File: config.mk
export PLATFORM = sky130hd
export DESIGN_NAME = block_rms_level_meter_top
export DESIGN_NICKNAME = d
export VERILOG_FILES = /design/src/design/rmsl_pkg.sv /design/src/design/rmsl_mul.sv /design/src/design/rmsl_div.sv /design/src/design/rmsl_sqrt.sv /design/src/design/block_rms_level_meter_top.sv
export SDC_FILE = /design/constraint.sdc
export NUM_CORES = 2
export LEC_CHECK = 0
export BUFFER_PORTS_ARGS = -buffer_cell sky130_fd_sc_hd__buf_2
export CORE_MARGIN = 4
export CORE_UTILIZATION = 25
export CTS_CLUSTER_DIAMETER = 120
export DETAILED_ROUTE_END_ITERATION = 8
export HOLD_SLACK_MARGIN = 0.08
export PLACE_DENSITY_LB_ADDON = 0.25
export SLEW_MARGIN = 20
export SYNTH_ARGS = -nofsm -noshare
export SYNTH_HDL_FRONTEND = slang
export SYNTH_SLANG_ARGS = --single-unit
File: constraint.sdc
create_clock -name clk -period 8.5 [get_ports clk]
set_input_delay 0 -clock clk [delete_from_list [all_inputs] [get_ports clk]]
set_output_delay 0 -clock clk [all_outputs]
set_load 0.02 [all_outputs]
File: src/design/rmsl_pkg.sv
// ----------------------------------------------------------------------------
// rmsl_pkg: shared types and constants of the block rms level meter
// Register indexes, controller states and fixed widths of the serial units.
// ----------------------------------------------------------------------------
package rmsl_pkg;

	// fixed field widths
	localparam int SAMPLE_W   = 16;
	localparam int LEVEL_W    = 15;
	localparam int INDEX_W    = 7;
	localparam int RMS_W      = 16;
	localparam int CFG_W      = 11;
	localparam int CFG_IDX_W  = 2;
	localparam int BLEN_W     = 11;
	localparam int BPG_W      = 5;
	localparam int BPF_W      = 8;
	localparam int GCNT_W     = 4;

	// serial multiplier operand width and log fraction bits
	localparam int MUL_W      = 31;
	localparam int LOG_FRAC_W = 16;
	localparam int LOG_IT_W   = 4;

	// 10*log10(2) in Q.16, applied to log2 in Q.16
	localparam logic [MUL_W-1:0] DB_SCALE = 31'd197283;
	localparam logic [LEVEL_W-1:0] LEVEL_SAT = 15'h7fff;
	localparam logic [RMS_W-1:0] RMS_SAT = 16'hffff;

	localparam logic [BPG_W-1:0] BPG_MAX = 5'd16;
	localparam logic [BPF_W-1:0] BPF_MAX = 8'd128;

	localparam logic [BLEN_W-1:0] BLEN_RST = 11'd200;
	localparam logic [BPG_W-1:0] BPG_RST = 5'd10;
	localparam logic [BPF_W-1:0] BPF_RST = 8'd80;

	typedef enum logic [CFG_IDX_W-1:0] {
		REG_BLOCK_LENGTH     = 2'd0,
		REG_BLOCKS_PER_GROUP = 2'd1,
		REG_BLOCKS_PER_FRAME = 2'd2
	} cfg_reg_t;

	typedef enum logic [3:0] {
		ST_IDLE,
		ST_SQ_WAIT,
		ST_LDIV_GO,
		ST_LDIV_WAIT,
		ST_NORM,
		ST_LOG_GO,
		ST_LOG_WAIT,
		ST_SCALE_GO,
		ST_SCALE_WAIT,
		ST_GRP,
		ST_GDIV_GO,
		ST_GDIV_WAIT,
		ST_SQRT_GO,
		ST_SQRT_WAIT,
		ST_FIN
	} rmsl_state_t;

endpackage

File: src/design/rmsl_mul.sv
// ----------------------------------------------------------------------------
// rmsl_mul: bit-serial shift-add multiplier
// One multiplier bit per cycle, product ready when done is raised.
// ----------------------------------------------------------------------------
module rmsl_mul
	import rmsl_pkg::*;
(
	input  logic                 clk,
	input  logic                 arst_n,
	input  logic                 start,
	input  logic [MUL_W-1:0]     a,
	input  logic [MUL_W-1:0]     b,
	output logic                 done,
	output logic [2*MUL_W-1:0]   prod
);

	localparam int CNT_W = $clog2(MUL_W);

	logic [MUL_W-1:0]   a_q;
	logic [MUL_W-1:0]   b_q;
	logic [2*MUL_W-1:0] prod_q;
	logic [CNT_W-1:0]   cnt_q;
	logic               busy_q;
	logic               done_q;
	logic [MUL_W:0]     psum;
	logic               last;

	// partial product added into the upper half
	assign psum = {1'b0, prod_q[2*MUL_W-1:MUL_W]} + (b_q[0] ? {1'b0, a_q} : '0);
	assign last = (cnt_q == CNT_W'(MUL_W-1));

	// step counter
	always_ff @(posedge clk or negedge arst_n) begin
		if (!arst_n) begin
			busy_q <= 1'b0;
			done_q <= 1'b0;
			cnt_q  <= '0;
		end else if (start) begin
			busy_q <= 1'b1;
			done_q <= 1'b0;
			cnt_q  <= '0;
		end else begin
			done_q <= busy_q && last;
			if (busy_q) begin
				cnt_q <= cnt_q + CNT_W'(1);
				if (last) begin
					busy_q <= 1'b0;
				end
			end
		end
	end

	// operand and product shift registers
	always_ff @(posedge clk) begin
		if (start) begin
			a_q    <= a;
			b_q    <= b;
			prod_q <= '0;
		end else if (busy_q) begin
			prod_q <= {psum, prod_q[MUL_W-1:1]};
			b_q    <= b_q >> 1;
		end
	end

	assign done = done_q;
	assign prod = prod_q;

endmodule

File: src/design/rmsl_div.sv
// ----------------------------------------------------------------------------
// rmsl_div: bit-serial restoring divider
// One quotient bit per cycle, quotient ready when done is raised.
// ----------------------------------------------------------------------------
module rmsl_div
	import rmsl_pkg::*;
#(
	parameter int DW = 57,
	parameter int VW = 16
) (
	input  logic          clk,
	input  logic          arst_n,
	input  logic          start,
	input  logic [DW-1:0] dividend,
	input  logic [VW-1:0] divisor,
	output logic          done,
	output logic [DW-1:0] quot
);

	localparam int CNT_W = $clog2(DW);

	logic [VW-1:0]    div_q;
	logic [VW-1:0]    rem_q;
	logic [DW-1:0]    quo_q;
	logic [CNT_W-1:0] cnt_q;
	logic             busy_q;
	logic             done_q;
	logic [VW:0]      trial;
	logic [VW:0]      diff;
	logic             ge;
	logic             last;

	// bring down the next dividend bit and try the subtraction
	assign trial = {rem_q, quo_q[DW-1]};
	assign diff  = trial - {1'b0, div_q};
	assign ge    = (trial >= {1'b0, div_q});
	assign last  = (cnt_q == CNT_W'(DW-1));

	// step counter
	always_ff @(posedge clk or negedge arst_n) begin
		if (!arst_n) begin
			busy_q <= 1'b0;
			done_q <= 1'b0;
			cnt_q  <= '0;
		end else if (start) begin
			busy_q <= 1'b1;
			done_q <= 1'b0;
			cnt_q  <= '0;
		end else begin
			done_q <= busy_q && last;
			if (busy_q) begin
				cnt_q <= cnt_q + CNT_W'(1);
				if (last) begin
					busy_q <= 1'b0;
				end
			end
		end
	end

	// remainder and dividend/quotient shift register
	always_ff @(posedge clk) begin
		if (start) begin
			div_q <= divisor;
			rem_q <= '0;
			quo_q <= dividend;
		end else if (busy_q) begin
			rem_q <= ge ? diff[VW-1:0] : trial[VW-1:0];
			quo_q <= {quo_q[DW-2:0], ge};
		end
	end

	assign done = done_q;
	assign quot = quo_q;

endmodule

File: src/design/rmsl_sqrt.sv
// ----------------------------------------------------------------------------
// rmsl_sqrt: digit-serial integer square root
// Two radicand bits per cycle, one root bit per cycle, floor result.
// ----------------------------------------------------------------------------
module rmsl_sqrt
	import rmsl_pkg::*;
#(
	parameter int IW = 45
) (
	input  logic                  clk,
	input  logic                  arst_n,
	input  logic                  start,
	input  logic [IW-1:0]         radicand,
	output logic                  done,
	output logic [(IW+1)/2-1:0]   root
);

	localparam int RT_W  = (IW + 1) / 2;
	localparam int PW    = 2 * RT_W;
	localparam int CNT_W = $clog2(RT_W);

	logic [PW-1:0]     v_q;
	logic [RT_W+1:0]   rem_q;
	logic [RT_W-1:0]   root_q;
	logic [CNT_W-1:0]  cnt_q;
	logic              busy_q;
	logic              done_q;
	logic [RT_W+3:0]   tr;
	logic [RT_W+3:0]   trial;
	logic [RT_W+3:0]   diff;
	logic              ge;
	logic              last;

	// next bit pair against 4*root + 1
	assign tr    = {rem_q, v_q[PW-1:PW-2]};
	assign trial = {2'b00, root_q, 2'b01};
	assign diff  = tr - trial;
	assign ge    = (tr >= trial);
	assign last  = (cnt_q == CNT_W'(RT_W-1));

	// step counter
	always_ff @(posedge clk or negedge arst_n) begin
		if (!arst_n) begin
			busy_q <= 1'b0;
			done_q <= 1'b0;
			cnt_q  <= '0;
		end else if (start) begin
			busy_q <= 1'b1;
			done_q <= 1'b0;
			cnt_q  <= '0;
		end else begin
			done_q <= busy_q && last;
			if (busy_q) begin
				cnt_q <= cnt_q + CNT_W'(1);
				if (last) begin
					busy_q <= 1'b0;
				end
			end
		end
	end

	// radicand, remainder and root registers
	always_ff @(posedge clk) begin
		if (start) begin
			v_q    <= PW'(radicand);
			rem_q  <= '0;
			root_q <= '0;
		end else if (busy_q) begin
			v_q    <= v_q << 2;
			rem_q  <= ge ? diff[RT_W+1:0] : tr[RT_W+1:0];
			root_q <= {root_q[RT_W-2:0], ge};
		end
	end

	assign done = done_q;
	assign root = root_q;

endmodule

File: src/design/block_rms_level_meter_top.sv
// ----------------------------------------------------------------------------
// block_rms_level_meter_top: block rms level meter
// Sums squared samples per block and reports block level in dB, group rms
// and frame min/max with bit-serial units: shared multiply and divide, a root.
// ----------------------------------------------------------------------------
// Usage
//   Input channel: one signed sample per word (in_valid / in_stall).
//   Output channel: one result word per closed block (out_valid / out_stall).
//   Configuration: cfg_we, cfg_index, cfg_data, written while the block idles.
// Sequence
//   A sample that does not close a block is accepted, squared in the
//   bit-serial multiplier and accumulated.
//   A closing sample adds the level path: a divide of the R_W-bit ratio
//   (R_W = 57 at the default MAX_BLOCK_LENGTH), normalise shifts, 16 log
//   squarings and a scale, all skipped but the divide for a zero level;
//   a group close adds another divide and a square root.
//   The result word is registered; the next sample is taken while it waits.
// Reset
//   All counters and sums clear, registers return to 200 / 10 / 80.
// Stall
//   A stalled result holds; a further block close waits until it is taken.
// ----------------------------------------------------------------------------
module block_rms_level_meter_top
	import rmsl_pkg::*;
#(
	parameter int MAX_BLOCK_LENGTH = 1024
) (
	input  logic                       clk,
	input  logic                       arst_n,
	input  logic                       in_valid,
	output logic                       in_stall,
	input  logic signed [SAMPLE_W-1:0] sample,
	output logic                       out_valid,
	input  logic                       out_stall,
	output logic [LEVEL_W-1:0]         level_db,
	output logic [INDEX_W-1:0]         block_index,
	output logic                       group_valid,
	output logic [RMS_W-1:0]           group_rms,
	output logic                       frame_last,
	output logic [LEVEL_W-1:0]         frame_min_db,
	output logic [LEVEL_W-1:0]         frame_max_db,
	input  logic                       cfg_we,
	input  logic [CFG_IDX_W-1:0]       cfg_index,
	input  logic [CFG_W-1:0]           cfg_data
);

	localparam int CNT_W  = $clog2(MAX_BLOCK_LENGTH + 1);
	localparam int BS_W   = 30 + CNT_W;
	localparam int GS_W   = BS_W + 4;
	localparam int R_W    = BS_W + 16;
	localparam int DV_W   = CNT_W + 5;
	localparam int SH_W   = $clog2(R_W);
	localparam int EXP_W  = $clog2(R_W - 16);
	localparam int GRT_W  = (GS_W + 1) / 2;

	rmsl_state_t state_q, state_nx;

	// configuration registers
	logic [BLEN_W-1:0] blen_q;
	logic [BPG_W-1:0]  bpg_q;
	logic [BPF_W-1:0]  bpf_q;

	// running state
	logic [BS_W-1:0]    block_sum_q;
	logic [GS_W-1:0]    group_sum_q;
	logic [CNT_W-1:0]   sample_count_q;
	logic [INDEX_W-1:0] block_count_q;
	logic [GCNT_W-1:0]  group_block_count_q;
	logic [LEVEL_W-1:0] min_q;
	logic [LEVEL_W-1:0] max_q;

	// block-end scratch
	logic [R_W-1:0]        r_q;
	logic [SH_W-1:0]       sh_q;
	logic [MUL_W-1:0]      m_q;
	logic [LOG_FRAC_W-1:0] frac_q;
	logic [LOG_IT_W-1:0]   it_q;
	logic [LEVEL_W-1:0]    level_q;
	logic [RMS_W-1:0]      grms_q;
	logic                  gvalid_q;

	// result word
	logic               out_valid_q;
	logic [LEVEL_W-1:0] level_out_q;
	logic [INDEX_W-1:0] index_out_q;
	logic               gvalid_out_q;
	logic [RMS_W-1:0]   grms_out_q;
	logic               flast_out_q;
	logic [LEVEL_W-1:0] fmin_out_q;
	logic [LEVEL_W-1:0] fmax_out_q;

	// unit connections
	logic                 mul_start;
	logic [MUL_W-1:0]     mul_a;
	logic                 mul_done;
	logic [2*MUL_W-1:0]   mul_prod;
	logic                 div_start;
	logic [R_W-1:0]       div_dividend;
	logic [DV_W-1:0]      div_divisor;
	logic                 div_done;
	logic [R_W-1:0]       div_quot;
	logic                 sqrt_start;
	logic                 sqrt_done;
	logic [GRT_W-1:0]     sqrt_root;

	// derived values
	logic [CNT_W-1:0]     len;
	logic [BPG_W-1:0]     bpg;
	logic [BPF_W-1:0]     bpf;
	logic [SAMPLE_W-1:0]  mag;
	logic                 accept;
	logic [CNT_W-1:0]     cnt_nx;
	logic [BS_W-1:0]      sum_nx;
	logic                 block_close;
	logic                 level_zero;
	logic [EXP_W-1:0]     lg_exp;
	logic [31:0]          sqv;
	logic [2*MUL_W-25:0]  scaled;
	logic [BPG_W-1:0]     gbc_nx;
	logic                 gclose;
	logic [BPF_W-1:0]     bc_nx;
	logic                 fclose;
	logic [LEVEL_W-1:0]   min_nx;
	logic [LEVEL_W-1:0]   max_nx;
	logic                 out_free;
	logic                 fin_load;

	// register clamps
	always_comb begin
		if (blen_q == '0) begin
			len = CNT_W'(1);
		end else if (32'(blen_q) > MAX_BLOCK_LENGTH) begin
			len = CNT_W'(MAX_BLOCK_LENGTH);
		end else begin
			len = CNT_W'(blen_q);
		end
		if (bpg_q == '0) begin
			bpg = BPG_W'(1);
		end else if (bpg_q > BPG_MAX) begin
			bpg = BPG_MAX;
		end else begin
			bpg = bpg_q;
		end
		if (bpf_q == '0) begin
			bpf = BPF_W'(1);
		end else if (bpf_q > BPF_MAX) begin
			bpf = BPF_MAX;
		end else begin
			bpf = bpf_q;
		end
	end

	// sample magnitude and block accumulation
	assign mag         = sample[SAMPLE_W-1] ? (~$unsigned(sample) + SAMPLE_W'(1))
	                                        : $unsigned(sample);
	assign accept      = in_valid && !in_stall;
	assign cnt_nx      = sample_count_q + CNT_W'(1);
	assign sum_nx      = block_sum_q + mul_prod[BS_W-1:0];
	assign block_close = (cnt_nx >= len);

	// log path
	assign level_zero = (div_quot[R_W-1:16] == '0);
	assign lg_exp     = EXP_W'(R_W - 17) - EXP_W'(sh_q);
	assign sqv        = mul_prod[2*MUL_W-1:30];
	assign scaled     = mul_prod[2*MUL_W-1:24];

	// group and frame bookkeeping
	assign gbc_nx   = {1'b0, group_block_count_q} + BPG_W'(1);
	assign gclose   = (gbc_nx >= bpg);
	assign bc_nx    = {1'b0, block_count_q} + BPF_W'(1);
	assign fclose   = (bc_nx >= bpf);
	assign min_nx   = (level_q < min_q) ? level_q : min_q;
	assign max_nx   = (level_q > max_q) ? level_q : max_q;
	assign out_free = !out_valid_q || !out_stall;

	// next state
	always_comb begin
		state_nx = state_q;
		unique case (state_q)
			ST_IDLE: begin
				if (accept) state_nx = ST_SQ_WAIT;
			end
			ST_SQ_WAIT: begin
				if (mul_done) state_nx = block_close ? ST_LDIV_GO : ST_IDLE;
			end
			ST_LDIV_GO:   state_nx = ST_LDIV_WAIT;
			ST_LDIV_WAIT: begin
				if (div_done) state_nx = level_zero ? ST_GRP : ST_NORM;
			end
			ST_NORM: begin
				if (r_q[R_W-1]) state_nx = ST_LOG_GO;
			end
			ST_LOG_GO:    state_nx = ST_LOG_WAIT;
			ST_LOG_WAIT: begin
				if (mul_done) begin
					state_nx = (it_q == LOG_IT_W'(LOG_FRAC_W-1)) ? ST_SCALE_GO : ST_LOG_GO;
				end
			end
			ST_SCALE_GO:  state_nx = ST_SCALE_WAIT;
			ST_SCALE_WAIT: begin
				if (mul_done) state_nx = ST_GRP;
			end
			ST_GRP:       state_nx = gclose ? ST_GDIV_GO : ST_FIN;
			ST_GDIV_GO:   state_nx = ST_GDIV_WAIT;
			ST_GDIV_WAIT: begin
				if (div_done) state_nx = ST_SQRT_GO;
			end
			ST_SQRT_GO:   state_nx = ST_SQRT_WAIT;
			ST_SQRT_WAIT: begin
				if (sqrt_done) state_nx = ST_FIN;
			end
			ST_FIN: begin
				if (out_free) state_nx = ST_IDLE;
			end
			default:      state_nx = ST_IDLE;
		endcase
	end

	// controller outputs and unit operand selection
	always_comb begin
		in_stall     = (state_q != ST_IDLE);
		mul_start    = 1'b0;
		mul_a        = MUL_W'(mag);
		div_start    = 1'b0;
		div_dividend = {block_sum_q, 16'b0};
		div_divisor  = DV_W'(sample_count_q);
		sqrt_start   = 1'b0;
		fin_load     = 1'b0;
		unique case (state_q)
			ST_IDLE:     mul_start = in_valid;
			ST_LOG_GO: begin
				mul_start = 1'b1;
				mul_a     = m_q;
			end
			ST_SCALE_GO: begin
				mul_start = 1'b1;
				mul_a     = MUL_W'({lg_exp, frac_q});
			end
			ST_LDIV_GO:  div_start = 1'b1;
			ST_GDIV_GO: begin
				div_start    = 1'b1;
				div_dividend = R_W'(group_sum_q);
				div_divisor  = DV_W'(DV_W'(bpg) * DV_W'(len));
			end
			ST_SQRT_GO:  sqrt_start = 1'b1;
			ST_FIN:      fin_load = out_free;
			default: ;
		endcase
	end

	// squaring, log squaring and scaling share one serial multiplier
	rmsl_mul u_mul (
		.clk    (clk),
		.arst_n (arst_n),
		.start  (mul_start),
		.a      (mul_a),
		.b      ((state_q == ST_SCALE_GO) ? DB_SCALE : mul_a),
		.done   (mul_done),
		.prod   (mul_prod)
	);

	// level ratio and group mean share one serial divider
	rmsl_div #(
		.DW (R_W),
		.VW (DV_W)
	) u_div (
		.clk      (clk),
		.arst_n   (arst_n),
		.start    (div_start),
		.dividend (div_dividend),
		.divisor  (div_divisor),
		.done     (div_done),
		.quot     (div_quot)
	);

	rmsl_sqrt #(
		.IW (GS_W)
	) u_sqrt (
		.clk      (clk),
		.arst_n   (arst_n),
		.start    (sqrt_start),
		.radicand (div_quot[GS_W-1:0]),
		.done     (sqrt_done),
		.root     (sqrt_root)
	);

	// configuration writes
	always_ff @(posedge clk or negedge arst_n) begin
		if (!arst_n) begin
			blen_q <= BLEN_RST;
			bpg_q  <= BPG_RST;
			bpf_q  <= BPF_RST;
		end else if (cfg_we) begin
			unique case (cfg_reg_t'(cfg_index))
				REG_BLOCK_LENGTH:     blen_q <= cfg_data[BLEN_W-1:0];
				REG_BLOCKS_PER_GROUP: bpg_q  <= cfg_data[BPG_W-1:0];
				REG_BLOCKS_PER_FRAME: bpf_q  <= cfg_data[BPF_W-1:0];
				default: ;
			endcase
		end
	end

	// controller state and running sums
	always_ff @(posedge clk or negedge arst_n) begin
		if (!arst_n) begin
			state_q             <= ST_IDLE;
			block_sum_q         <= '0;
			group_sum_q         <= '0;
			sample_count_q      <= '0;
			block_count_q       <= '0;
			group_block_count_q <= '0;
			min_q               <= LEVEL_SAT;
			max_q               <= '0;
			it_q                <= '0;
			out_valid_q         <= 1'b0;
		end else begin
			state_q <= state_nx;
			if (state_q == ST_SQ_WAIT && mul_done) begin
				block_sum_q    <= sum_nx;
				sample_count_q <= cnt_nx;
			end
			if (state_q == ST_NORM) begin
				it_q <= '0;
			end else if (state_q == ST_LOG_WAIT && mul_done) begin
				it_q <= it_q + LOG_IT_W'(1);
			end
			if (state_q == ST_GRP) begin
				group_sum_q         <= group_sum_q + GS_W'(block_sum_q);
				group_block_count_q <= gclose ? '0 : gbc_nx[GCNT_W-1:0];
			end
			if (state_q == ST_SQRT_WAIT && sqrt_done) begin
				group_sum_q <= '0;
			end
			if (fin_load) begin
				block_sum_q    <= '0;
				sample_count_q <= '0;
				if (fclose) begin
					block_count_q <= '0;
					min_q         <= LEVEL_SAT;
					max_q         <= '0;
				end else begin
					block_count_q <= bc_nx[INDEX_W-1:0];
					min_q         <= min_nx;
					max_q         <= max_nx;
				end
			end
			if (fin_load) begin
				out_valid_q <= 1'b1;
			end else if (!out_stall) begin
				out_valid_q <= 1'b0;
			end
		end
	end

	// block-end datapath
	always_ff @(posedge clk) begin
		if (state_q == ST_LDIV_WAIT && div_done) begin
			r_q     <= div_quot;
			sh_q    <= '0;
			level_q <= '0;
			frac_q  <= '0;
		end
		// normalise so the top bit of the ratio sits at the msb
		if (state_q == ST_NORM && !r_q[R_W-1]) begin
			r_q  <= r_q << 1;
			sh_q <= sh_q + SH_W'(1);
		end
		if (state_q == ST_NORM && r_q[R_W-1]) begin
			m_q <= r_q[R_W-1 -: MUL_W];
		end
		// one fraction bit per squaring
		if (state_q == ST_LOG_WAIT && mul_done) begin
			frac_q <= {frac_q[LOG_FRAC_W-2:0], sqv[31]};
			m_q    <= sqv[31] ? sqv[31:1] : sqv[30:0];
		end
		if (state_q == ST_SCALE_WAIT && mul_done) begin
			level_q <= (|scaled[$bits(scaled)-1:LEVEL_W]) ? LEVEL_SAT : scaled[LEVEL_W-1:0];
		end
		if (state_q == ST_GRP) begin
			gvalid_q <= gclose;
			grms_q   <= '0;
		end
		if (state_q == ST_SQRT_WAIT && sqrt_done) begin
			grms_q <= (|sqrt_root[GRT_W-1:RMS_W]) ? RMS_SAT : sqrt_root[RMS_W-1:0];
		end
		// result word
		if (fin_load) begin
			level_out_q  <= level_q;
			index_out_q  <= block_count_q;
			gvalid_out_q <= gvalid_q;
			grms_out_q   <= grms_q;
			flast_out_q  <= fclose;
			fmin_out_q   <= fclose ? min_nx : '0;
			fmax_out_q   <= fclose ? max_nx : '0;
		end
	end

	assign out_valid    = out_valid_q;
	assign level_db     = level_out_q;
	assign block_index  = index_out_q;
	assign group_valid  = gvalid_out_q;
	assign group_rms    = grms_out_q;
	assign frame_last   = flast_out_q;
	assign frame_min_db = fmin_out_q;
	assign frame_max_db = fmax_out_q;

endmodule

==> run metrics <==
antenna violations before repair 0; H-Tree Depth 3; FMAX 164 MHz; Max Used Layer met4; vias in the first global route 30762; Leakage 20.4 nW; Required @ worst endpoint 8.89 ns; Area Growth Syn to Fin 15.9%; Initial Utilization 25.2%; final total power 16.7 mW; ys async rst share 27.1%; post-CTS setup buffers 0; Setup CP Type flip-flop to flip-flop; crit-path max FO 5; Rows 147; io pins 106; Slew headroom 29.8%; Port Buffer Count 105; Pins Over Slew Limit 0; gpl congestion 0.841; share of cells above drive strength 1 8.99%; multi-input logic area 0.0200 mm²; All-Layer GR Usage 13.2%; drt first pass iters 5; most common cell in the netlist nand2_1; met3 WL 3900 µm; worst slew pin tran 1.05 ns; Synth Cell Area 0.0406 mm²; dpl hpwl 80900 µm; MaxCap Viol Count 0; drt total wl 113000 µm; clk sinks 712; Die Wd 411 µm; Syn. warnings 0; cell taking the most area after synthesis edfxtp_1; clk_lat worst skew 0.68 ns; first-pass GRT wire length 179000 µm; VDD IR max 194 µV; Synth top area share 29.0%; Post-synth top flop edfxtp_1; TritonCTS Buffers 83; Storage cell area 0.0192 mm²; setup tns final 0 ns; top cells by count, synth nand2_1, edfxtp_1, o21ai_0; CTS root buf clkbuf_16; largest net degree at the start of global routing 92; Final Hold Fails 0; HP Class input pin to flip-flop; Gate Count Post-Synth 4056; Detail Route Antenna Nets 0; Synth Register Bits 712; CTS Buffer Depth 3; power per cell area 355 mW/mm²; RSZ-0062 raised after global routing false; syn_area_per_cell 10.0 µm²; Seq/Total Area, Yosys 47.3%; min Tclk post-route 6.08 ns; Synth area leaders edfxtp_1, dfrtp_1, ha_1, dfxtp_1, mux2i_1; WL met1 53100 µm; Gates resized, CTS repair 0; CTS tree done; Placeable Area 0.161 mm²; worst clock skew 0.0370 ns; Tcrit/Tclk final 71.6%; Syn Nets 4364; WP data arrival 6.48 ns; Vias/cell 4.77; wire per inst 17.7 µm; gr ovfl total 0; Netlist cell types 87; Setup violations, final 0; DR iter-0 viols 1888; filler instances 16738; Startpoint Class flip-flop; CP Capture Type flip-flop; clk slew on worst S/H paths 0.06 ns; DR DRC count 0; Vias 30478; status finished clean; height of the die 411 µm; DR WL met2 53100 µm; Post-synth EDFFs 391; nets@finish 4464; DIE AREA 0.169 mm²
==> registers in the layout, summed over array words and instances, names as in the netlist, 16 cells and up <==
| signal | count |
|---|---|
| u_sqrt.root | 23 |
| block_sum_q | 41 |
| frac_q | 16 |
| r_q | 57 |
| u_sqrt.rem_q | 25 |
| grms_q | 16 |
| u_div.quot | 57 |
| u_mul.a_q | 31 |
| u_div.rem_q | 16 |
| u_mul.b_q | 31 |
| u_div.div_q | 16 |
| group_rms | 16 |
| u_mul.prod | 62 |
| m_q | 31 |
| u_sqrt.v_q | 46 |
| group_sum_q | 45 |
==> repair_timing <==
item / 4_1_cts / 5_1_grt
setup endpoints to repair: 0 / 0
endpoints found under the hold margin: 146 / 0
hold buffers: 58 / 0
==> cell type report <==
| type | instances | share of cell area (%) |
|---|---|---|
| Multi-Input combinational cell | 2945 | 42.5 |
| Antenna cell | 1 | 0.00532 |
| Timing Repair Buffer | 205 | 3.14 |
| Clock inverter | 49 | 1.34 |
| Tap cell | 2160 | 5.75 |
| Sequential cell | 712 | 40.8 |
| Clock buffer | 106 | 4.78 |
| Inverter | 209 | 1.68 |
==> final timing paths <==
check	from	to	slack [ns]	depth (start not counted)
max	blen_q[4]	u_div.div_q[14]	2.42	19
min in group asynchronous	arst_n	blen_q[3]	0.48	3
min	cfg_data[10]	blen_q[10]	0.14	4
max reg2reg	blen_q[4]	u_div.div_q[14]	2.42	19
min reg2reg	grms_q[9]	group_rms[9]	0.42	0
max in group asynchronous	arst_n	u_mul.busy_q	7.13	4
==> routing by layer <==
| layer | track usage (%) | up-vias |
|---|---|---|
| met3 | 1.64 | 153 |
| met1 | 17.7 | 14942 |
| met5 | 0 | - |
| met2 | 22.2 | 458 |
| li1 | - | 14925 |
| met4 | 4.00 | 0 |
==> kinds of logic (layout without fill, tap and decap cells) <==
group | Yosys count | count (layout) | synth area share [%]
other cells | 0 | 1 | 0
simple gates | 1219 | 1219 | 13.8
buf+inv | 399 | 569 | 3.77
fa+ha+maj | 274 | 274 | 9.03
compound gates | 1059 | 1059 | 16.9
flops | 712 | 712 | 47.3
mux | 209 | 209 | 5.23
xor+xnor | 184 | 184 | 3.97
==> worst max-delay path: stages (launching register included) <==
cell       delay (ns)
dfrtp_1          0.41
or4_1            0.54
nor4_1           0.24
o21ai_0          0.28
inv_1            0.17
nand2_1          0.09
fa_1             0.54
fa_1             0.52
fa_1             0.54
inv_1            0.04
ha_1             0.33
a21o_1           0.19
a21oi_1          0.22
o21bai_1         0.10
a21oi_1          0.29
o21ai_1          0.13
a211o_1          0.33
a2111oi_0        0.54
o21ai_0          0.16
nor3b_1          0.16
==> power by group <==
group / leakage [nW] / internal, mW / switching, mW
combinational: 11.5 / 2.81 / 4.08
clock: 1.40 / 2.28 / 1.53
sequential: 7.45 / 4.98 / 1.02
total: 20.4 / 10.1 / 6.62
==> layout by cell type (no fill, tap or decap), types with 23 or more instances in the layout <==
master,instances
o21bai_1,25
fa_1,31
nand2_1,465
dlygate4sd3_1,57
and3_1,46
buf_2,104
a31oi_1,42
nor3_1,47
nor2b_1,31
dfrtp_1,168
nand2b_1,35
o21a_1,36
edfxtp_1,391
and2_1,60
xor2_1,91
o21ai_0,311
inv_1,201
clkbuf_16,86
mux2i_1,186
dfxtp_1,127
ha_1,243
xnor2_1,93
nor2_1,276
buf_4,40
nand4_1,38
a21o_1,123
nand3_1,125
a21oi_1,223
mux2_2,23
a22o_1,113
==> metrics by stage <==
stage | worst slack (ns) | util, % | hold WS, ns | instances | instance area [µm²]
global route | 1.75 | 29.2 | 0.145 | 6386 | 47000
floorplan | 3.14 | - | -0.296 | 4056 | 40600
global placement | 2.47 | 27.0 | 0.0884 | 6171 | 43500
detailed placement | 2.39 | 27.0 | 0.101 | 6172 | 43500
CTS | 2.35 | 29.2 | 0.0812 | 6385 | 47000
finish | 2.42 | 29.2 | 0.138 | 6387 | 47000
No activity file was read; power rests on OpenSTA's default activity.
